--- src/rtl/i2cm_pkg.sv ---
// Shared types and codes for the I2C master bit sequencer.
package i2cm_pkg;

  typedef enum logic [2:0] {
    OP_START   = 3'd0,
    OP_STOP    = 3'd1,
    OP_TX_BYTE = 3'd2,
    OP_RX_BYTE = 3'd3,
    OP_TX_ACK  = 3'd4,
    OP_RX_ACK  = 3'd5
  } op_t;

  typedef struct packed {
    op_t        op;
    logic [7:0] tx_byte;
    logic       ack_level;
    logic [7:0] bus_sample;
  } cmd_t;

  typedef struct packed {
    logic full;
    logic empty;
  } queue_status_t;

  localparam int unsigned QueueDepth = 2;

endpackage

--- src/rtl/i2cm_front.sv ---
// Front stage: accepts bus commands, drops unused codes and feeds the command queue.
module i2cm_front (
  input  logic                    clk,
  input  logic                    rst,
  input  logic                    in_valid,
  output logic                    in_stall,
  input  logic [2:0]              operation,
  input  logic [7:0]              tx_byte,
  input  logic                    ack_level,
  input  logic [7:0]              bus_sample,
  input  i2cm_pkg::queue_status_t q_status,
  output logic                    push,
  output i2cm_pkg::cmd_t          push_cmd
);
  import i2cm_pkg::*;

  logic front_valid;
  cmd_t front_cmd;
  logic accept;
  logic known_op;

  assign in_stall = front_valid && q_status.full;
  assign push     = front_valid && !q_status.full;
  assign push_cmd = front_cmd;
  assign accept   = in_valid && !in_stall;
  // Codes past the last operation produce nothing and are dropped here.
  assign known_op = (operation <= 3'(OP_RX_ACK));

  always_ff @(posedge clk) begin
    if (rst) begin
      front_valid <= 1'b0;
    end else if (accept) begin
      front_valid <= known_op;
    end else if (push) begin
      front_valid <= 1'b0;
    end
  end

  always_ff @(posedge clk) begin
    if (accept) begin
      front_cmd.op         <= op_t'(operation);
      front_cmd.tx_byte    <= tx_byte;
      front_cmd.ack_level  <= ack_level;
      front_cmd.bus_sample <= bus_sample;
    end
  end

endmodule

--- src/rtl/i2cm_cmd_queue.sv ---
// Two-entry command queue between the front stage and the phase sequencer.
module i2cm_cmd_queue (
  input  logic                    clk,
  input  logic                    rst,
  input  logic                    push,
  input  i2cm_pkg::cmd_t          push_cmd,
  input  logic                    pop,
  output i2cm_pkg::cmd_t          head,
  output i2cm_pkg::queue_status_t status
);
  import i2cm_pkg::*;

  localparam int unsigned PtrW = $clog2(QueueDepth);

  cmd_t            entries [QueueDepth];
  logic [PtrW-1:0] wr_ptr;
  logic [PtrW-1:0] rd_ptr;
  logic [PtrW:0]   count;

  assign head         = entries[rd_ptr];
  assign status.full  = (count == (PtrW+1)'(QueueDepth));
  assign status.empty = (count == '0);

  always_ff @(posedge clk) begin
    if (rst) begin
      wr_ptr <= '0;
      rd_ptr <= '0;
      count  <= '0;
    end else begin
      if (push) begin
        wr_ptr <= (wr_ptr == PtrW'(QueueDepth - 1)) ? '0 : wr_ptr + 1'b1;
      end
      if (pop) begin
        rd_ptr <= (rd_ptr == PtrW'(QueueDepth - 1)) ? '0 : rd_ptr + 1'b1;
      end
      if (push && !pop) begin
        count <= count + 1'b1;
      end else if (pop && !push) begin
        count <= count - 1'b1;
      end
    end
  end

  always_ff @(posedge clk) begin
    if (push) begin
      entries[wr_ptr] <= push_cmd;
    end
  end

endmodule

--- src/rtl/i2cm_back.sv ---
// Back stage: runs one command's pin phases, one a cycle unless the output stalls.
module i2cm_back (
  input  logic                    clk,
  input  logic                    rst,
  input  i2cm_pkg::cmd_t          head,
  input  i2cm_pkg::queue_status_t q_status,
  output logic                    pop,
  output logic                    out_valid,
  input  logic                    out_stall,
  output logic                    scl_level,
  output logic                    sda_level,
  output logic                    run_last,
  output logic [7:0]              read_byte,
  output logic                    ack_received
);
  import i2cm_pkg::*;

  logic       busy;
  cmd_t       cmd;
  logic [1:0] step;
  logic [2:0] bit_idx;
  logic       clock_line;
  logic       data_line;

  logic       out_free;
  logic       advance;
  logic       scl_next;
  logic       sda_next;
  logic       last_next;
  logic [7:0] rb_next;
  logic       ack_next;
  logic [1:0] step_next;
  logic [2:0] bit_next;

  assign out_free = !out_valid || !out_stall;
  assign advance  = busy && out_free;
  assign pop      = !q_status.empty && (!busy || (advance && last_next));

  always_comb begin
    scl_next  = clock_line;
    sda_next  = data_line;
    last_next = 1'b0;
    rb_next   = '0;
    ack_next  = 1'b0;
    step_next = step + 2'd1;
    bit_next  = bit_idx;
    case (cmd.op)
      OP_START: begin
        case (step)
          2'd0:    sda_next = 1'b1;
          2'd1:    scl_next = 1'b1;
          2'd2:    sda_next = 1'b0;
          default: begin
            scl_next  = 1'b0;
            last_next = 1'b1;
          end
        endcase
      end
      OP_STOP: begin
        case (step)
          2'd0:    sda_next = 1'b0;
          2'd1:    scl_next = 1'b1;
          default: begin
            sda_next  = 1'b1;
            last_next = 1'b1;
          end
        endcase
      end
      OP_TX_BYTE, OP_RX_BYTE: begin
        case (step)
          2'd0: begin
            if (cmd.op == OP_TX_BYTE) begin
              sda_next = cmd.tx_byte[3'd7 - bit_idx];
            end else begin
              sda_next = 1'b1;
            end
          end
          2'd1:    scl_next = 1'b1;
          default: begin
            scl_next  = 1'b0;
            last_next = (bit_idx == 3'd7);
            bit_next  = bit_idx + 3'd1;
            // Sending redrives SDA for every bit; receiving only toggles SCL.
            step_next = (cmd.op == OP_TX_BYTE) ? 2'd0 : 2'd1;
            if (cmd.op == OP_RX_BYTE && last_next) begin
              rb_next = cmd.bus_sample;
            end
          end
        endcase
      end
      OP_TX_ACK, OP_RX_ACK: begin
        case (step)
          2'd0:    sda_next = (cmd.op == OP_TX_ACK) ? cmd.ack_level : 1'b1;
          2'd1:    scl_next = 1'b1;
          default: begin
            scl_next  = 1'b0;
            last_next = 1'b1;
            if (cmd.op == OP_RX_ACK) begin
              ack_next = cmd.bus_sample[7];
            end
          end
        endcase
      end
      default: begin
        last_next = 1'b1;
      end
    endcase
  end

  always_ff @(posedge clk) begin
    if (rst) begin
      busy         <= 1'b0;
      step         <= '0;
      bit_idx      <= '0;
      clock_line   <= 1'b1;
      data_line    <= 1'b1;
      out_valid    <= 1'b0;
      scl_level    <= 1'b1;
      sda_level    <= 1'b1;
      run_last     <= 1'b0;
      read_byte    <= '0;
      ack_received <= 1'b0;
    end else begin
      if (out_free) begin
        out_valid <= advance;
      end
      if (advance) begin
        clock_line   <= scl_next;
        data_line    <= sda_next;
        scl_level    <= scl_next;
        sda_level    <= sda_next;
        run_last     <= last_next;
        read_byte    <= rb_next;
        ack_received <= ack_next;
        step         <= step_next;
        bit_idx      <= bit_next;
      end
      if (pop) begin
        busy    <= 1'b1;
        step    <= '0;
        bit_idx <= '0;
      end else if (advance && last_next) begin
        busy <= 1'b0;
      end
    end
  end

  always_ff @(posedge clk) begin
    if (pop) begin
      cmd <= head;
    end
  end

endmodule

--- src/rtl/i2c_master_bit_sequencer_unit.sv ---
// An accepted item passes the front register, a queue entry and the back stage's
// command register before its first pin phase. One pin phase leaves per cycle
// unless stalled; commands of 3 to 24 phases (a send byte has 24) run back to back.
// Unused operation codes are accepted and produce no phase.
// Reset (synchronous, active high) empties the queue and returns both lines to
// released high, the idle bus.
module i2c_master_bit_sequencer_unit (
  input  logic       clk,
  input  logic       rst,
  input  logic       in_valid,
  output logic       in_stall,
  input  logic [2:0] operation,
  input  logic [7:0] tx_byte,
  input  logic       ack_level,
  input  logic [7:0] bus_sample,
  output logic       out_valid,
  input  logic       out_stall,
  output logic       scl_level,
  output logic       sda_level,
  output logic       run_last,
  output logic [7:0] read_byte,
  output logic       ack_received
);
  import i2cm_pkg::*;

  // The front stage registers each item and drops codes with no phases.
  // The queue lets the front keep taking items while a long run is in progress.
  // The back stage owns the bus line state and emits one phase per unstalled cycle
  // into its output register, which can be refilled in the same cycle it is taken.
  queue_status_t q_status;
  logic          push;
  cmd_t          push_cmd;
  logic          pop;
  cmd_t          head;

  i2cm_front u_front (
    .clk        (clk),
    .rst        (rst),
    .in_valid   (in_valid),
    .in_stall   (in_stall),
    .operation  (operation),
    .tx_byte    (tx_byte),
    .ack_level  (ack_level),
    .bus_sample (bus_sample),
    .q_status   (q_status),
    .push       (push),
    .push_cmd   (push_cmd)
  );

  i2cm_cmd_queue u_queue (
    .clk      (clk),
    .rst      (rst),
    .push     (push),
    .push_cmd (push_cmd),
    .pop      (pop),
    .head     (head),
    .status   (q_status)
  );

  i2cm_back u_back (
    .clk          (clk),
    .rst          (rst),
    .head         (head),
    .q_status     (q_status),
    .pop          (pop),
    .out_valid    (out_valid),
    .out_stall    (out_stall),
    .scl_level    (scl_level),
    .sda_level    (sda_level),
    .run_last     (run_last),
    .read_byte    (read_byte),
    .ack_received (ack_received)
  );

`ifndef SYNTHESIS
  // Every phase moves at most one bus line, so both levels never change together.
  assert property (@(posedge clk) disable iff (rst)
    !((scl_level != $past(scl_level)) && (sda_level != $past(sda_level))))
    else $error("both bus lines changed in one phase");

  // Received data shows only on the final phase of a command.
  assert property (@(posedge clk) disable iff (rst)
    (out_valid && !run_last) |-> (read_byte == 8'd0 && ack_received == 1'b0))
    else $error("received data outside the final phase");

  // The front never writes into a full queue, and the back never reads an empty one.
  assert property (@(posedge clk) disable iff (rst)
    !(push && q_status.full) && !(pop && q_status.empty))
    else $error("command queue overflow or underflow");
`endif

endmodule
--- config.mk ---
export PLATFORM = sky130hd
export DESIGN_NAME = i2c_master_bit_sequencer_unit
export DESIGN_NICKNAME = d
export VERILOG_FILES = /design/src/rtl/i2cm_pkg.sv /design/src/rtl/i2cm_front.sv /design/src/rtl/i2cm_cmd_queue.sv /design/src/rtl/i2cm_back.sv /design/src/rtl/i2c_master_bit_sequencer_unit.sv
export SDC_FILE = /design/constraint.sdc
export NUM_CORES = 1
export LEC_CHECK = 0
export ABC_AREA = 1
export BUFFER_PORTS_ARGS = -buffer_cell sky130_fd_sc_hd__buf_2
export CAP_MARGIN = 20
export CORE_ASPECT_RATIO = 1.2
export CORE_UTILIZATION = 50
export CTS_CLUSTER_DIAMETER = 60
export DETAILED_ROUTE_END_ITERATION = 8
export GPL_TIMING_DRIVEN = 0
export PLACE_DENSITY = 0.72
export SYNTH_ARGS = -nofsm -noshare
export SYNTH_HDL_FRONTEND = slang
export SYNTH_SLANG_ARGS = --single-unit
--- constraint.sdc ---
create_clock -name clk -period 2.31 [get_ports clk]
set_input_delay 0.462 -clock clk [delete_from_list [all_inputs] [get_ports clk]]
set_output_delay 0.462 -clock clk [all_outputs]
set_load 0.01 [all_outputs]
==> results.sh <==
export IMPL_worst_clock_skew_ns=0.00859
export IMPL_min_to="u_front.push_cmd[16]"
export IMPL_r2r_start="u_back.step[1]"
export IMPL_slowest_delay_ns=0.35
export IMPL_yosysSeqAreaShare_pct=72.9
export IMPL_detail_route_drc_violations=0
export IMPL_clk_transition_reported_paths_ns=0.09
export IMPL_power_share_sequential_pct=54.4
export IMPL_slowest_library_cell_on_the_worst_path="sky130_fd_sc_hd__dfxtp_2"
export IMPL_timing_critical_path_arrival_ns=2.41
export IMPL_vias_per_inst=4.95
export IMPL_clockRootBuffer="sky130_fd_sc_hd__clkbuf_8"
export IMPL_overflow=0
export IMPL_coreArea_sq_mm=0.00766
export IMPL_cts_tree="built"
export IMPL_hold_viol=0
export IMPL_multiInputGateArea_sq_um=997
export IMPL_clock_power_share_pct=22.8
export IMPL_critical_path_startpoint_type="register"
export IMPL_nFillCells=605
export IMPL_gp_congestion=0.824
export IMPL_wl_um=5780
export IMPL_grt_start_max_net_pins=21
export IMPL_io_pins=38
export IMPL_synth_area_per_cell_sq_um=13.4
export IMPL_route_antenna_remaining_nets=0
export IMPL_cts_repair_timing_setup_buffer_count=0
export IMPL_worst_setup_path_type="register to register"
export IMPL_ir_drop_uv=543
export IMPL_final_layout_size_suffix_gt1_share_pct=27.1
export IMPL_timing_max_slew_rel_slack_pct=51.4
export IMPL_period_share_pct=93.7
export IMPL_cts_htree_levels=3
export IMPL_clock_path_buffers=2
export IMPL_outcome="complete, no violations"
export IMPL_final_min_clock_period_ns=2.16
export IMPL_finish_utilization_pct=59.0
export IMPL_yosys_top_cells_area="sky130_fd_sc_hd__edfxtp_1 61%, sky130_fd_sc_hd__dfxtp_1 12%, sky130_fd_sc_hd__mux2_2 5.7%, sky130_fd_sc_hd__nand2_1 4.4%, sky130_fd_sc_hd__nor2_1 2.8%"
export IMPL_timing_hold_worst_path_depth=1
export IMPL_tritoncts_num_buffers=9
export IMPL_via_count=2186
export IMPL_synthDominantAreaCellType="sky130_fd_sc_hd__edfxtp_1"
export IMPL_power_frac_comb_pct=22.9
export IMPL_detailed_place_hpwl_um=4100
export IMPL_synth_net_count=326
export IMPL_p_switching_w=0.00137
export IMPL_slew_viol_final=0
export IMPL_antenna_violations_before_repair=0
export IMPL_critPathCaptureType="register"
export IMPL_seq_area_sq_mm=0.00289
export IMPL_crit_path_cell_trace="inv_1 -> ha_2 -> nor2_4 -> inv_2 -> or2_1 -> nand2_1 -> nand2_2 -> nand2_4 -> nand2_4 -> ha_4 -> a21oi_2 -> o21ai_1 -> o21ai_1 -> a21oi_1"
export IMPL_power_leakage_nw=1.71
export IMPL_switching_share_pct=29.3
export IMPL_grt_pass1_vias=2029
export IMPL_gr_usage_all_layers_pct=15.0
export IMPL_finalSetupViolations=0
export IMPL_p_per_area_mw_per_mm2=1030
export IMPL_num_antenna_cells=0
export IMPL_hold_ws_ns=0.275
export IMPL_worst_r2r_path_depth=14
export IMPL_ys_ff_latch=104
export IMPL_first_pass_iters=4
export IMPL_final_cell_mix="80 x sky130_fd_sc_hd__edfxtp_1, 46 x sky130_fd_sc_hd__nand2_1, 40 x sky130_fd_sc_hd__buf_2"
export IMPL_worstPathMaxFanout=5
export IMPL_ys_warnings_count=0
export IMPL_synth_largest_type_area_fraction_pct=60.7
export IMPL_layout_commonest_cell="sky130_fd_sc_hd__edfxtp_1"
export IMPL_die_width_um=83.2
export IMPL_die_height_um=99.4
export IMPL_floorplan_die_area_sq_mm=0.00827
export IMPL_grt_pass1_wl_um=9440
export IMPL_tightest_slew_ns=0.728
export IMPL_number_of_clock_sinks_seen_by_cts=104
export IMPL_detailed_place_area_sq_mm=0.00429
export IMPL_clock_fmax_mhz=462
export IMPL_critPathRequiredTime_ns=2.56
export IMPL_holdCritStartpoint="tx_byte[7]"
export IMPL_pint_w=0.00330
export IMPL_initialDrtViolationCount=147
export IMPL_postLayoutCellArea_sq_mm=0.00452
export IMPL_synth_area_sq_mm=0.00396
export IMPL_ys_types=27
export IMPL_area_delta_synth_final_pct=14.3
export IMPL_fin_nets=376
export IMPL_netlist_instances=295
export IMPL_rsz_0062_raised_after_global_routing="false"
export IMPL_port_buffers=37
export IMPL_worstReg2RegEnd="u_queue.count[1]"
export IMPL_regToRegSetupSlack_ns=0.15
export IMPL_rows=35
export IMPL_clk_insertion_delay_late_ns=0.36
export IMPL_maxCapViolCount=0
export IMPL_min_delay_path_class="input port to register"
export IMPL_start_util_pct=51.6
export IMPL_wire_per_inst_um=13.1
==> power by group through the flow <==
stage	Sequential, W	Combinational, W	Clock [W]
3_5_place_dp	0.00258	0.000999	0
4_1_cts	0.00254	0.00103	0.00110
5_1_grt	0.00257	0.00120	0.00117
6_report	0.00254	0.00107	0.00106
2_1_floorplan	0.00255	0.000748	0
3_3_place_gp	0.00256	0.000969	0
==> state kept, by name, summed over array words and instances, names as in the netlist, 2 cells and up <==
| register | flops |
|---|---|
| u_queue.entries | 40 |
| u_back.cmd | 20 |
| u_front.push_cmd | 20 |
| u_back.read_byte | 8 |
| u_back.bit_idx | 3 |
| u_back.step | 2 |
| u_queue.count | 2 |
==> layer usage <==
layer,GRT usage (%),share of wire (%)
met2,25.0,51
met4,7.16,1.6
met3,4.40,3.6
met5,0,0
met1,18.2,44
==> area by class of cell <==
cell class / count / area share, %
clock buffer: 10 / 2.82
inverter: 24 / 2.13
tap: 92 / 2.55
buffer: 5 / 0.498
sequential: 104 / 63.9
clock inverter: 6 / 1.33
timing repair buffer: 39 / 4.76
multi-input combinational: 162 / 22.1
==> worst max path at each step <==
stage	start	to	slack, ns	cells past startpoint
finish	u_back.step[1]	u_queue.count[1]	0.15	14
global placement	u_back.step[0]	u_back.cmd[16]	-0.18	10
CTS	u_back.step[1]	u_queue.count[1]	0.02	14
global route	u_back.step[1]	u_queue.count[1]	0.006	14
floorplan	u_back.step[0]	u_queue.count[1]	0.13	14
detailed placement	u_back.step[0]	u_queue.count[1]	-0.19	14
==> worst max-delay path, delay by kind of cell (launching register included) <==
| kind | cells | cell delay (ns) |
|---|---|---|
| simple gates | 6 | 0.67 |
| buf+inv | 2 | 0.14 |
| flops | 1 | 0.35 |
| fa+ha+maj | 2 | 0.45 |
| compound gates | 4 | 0.44 |
==> cells in the mapped netlist <==
master                     instances
sky130_fd_sc_hd__nand4_1           1
sky130_fd_sc_hd__nor2_4            1
sky130_fd_sc_hd__o21ai_1           1
sky130_fd_sc_hd__nor4_1            1
sky130_fd_sc_hd__buf_1             1
sky130_fd_sc_hd__o211ai_1          2
sky130_fd_sc_hd__nand3_1          10
sky130_fd_sc_hd__edfxtp_1         80
sky130_fd_sc_hd__buf_2             3
sky130_fd_sc_hd__nand3b_1          2
sky130_fd_sc_hd__clkbuf_1          1
sky130_fd_sc_hd__nor3_1            1
sky130_fd_sc_hd__inv_2             1
sky130_fd_sc_hd__mux2_2           20
sky130_fd_sc_hd__nand2_4           3
sky130_fd_sc_hd__inv_1            22
sky130_fd_sc_hd__or2_1             1
sky130_fd_sc_hd__a21oi_1          18
sky130_fd_sc_hd__ha_1              7
sky130_fd_sc_hd__nor2_1           29
sky130_fd_sc_hd__nand2_2           3
sky130_fd_sc_hd__nand2_1          46
sky130_fd_sc_hd__o21ai_0          13
sky130_fd_sc_hd__inv_4             1
sky130_fd_sc_hd__xor2_1            2
sky130_fd_sc_hd__dfxtp_1          24
sky130_fd_sc_hd__nor3b_4           1
==> logic make-up after synthesis <==
logic type	after synthesis	share of synthesized area, %
compound gates	34	4.43
flops	104	72.9
xor+xnor	2	0.443
simple gates	99	11.4
fa+ha+maj	7	2.21
mux	20	5.69
buf+inv	29	2.91
==> per-stage QoR <==
stage | setup WS, ns | power (W) | TNS [ns] | std cells
finish | 0.145 | 0.00467 | 0 | 442
floorplan | 0.130 | 0.00330 | 0 | 295
detailed placement | -0.190 | 0.00358 | -3.75 | 426
global route | 0.00558 | 0.00493 | 0 | 442
CTS | 0.0211 | 0.00467 | 0 | 442
global placement | -0.177 | 0.00353 | -9.21 | 424
==> repair_timing <==
| action | 4_1_cts | 5_1_grt |
|---|---|---|
| setup endpoints to repair | 21 | 1 |
| pin swaps | 1 | 0 |
| resized for setup | 8 | 5 |
| hold buffers | 0 | 0 |
No activity file was read; power rests on OpenSTA's default activity.
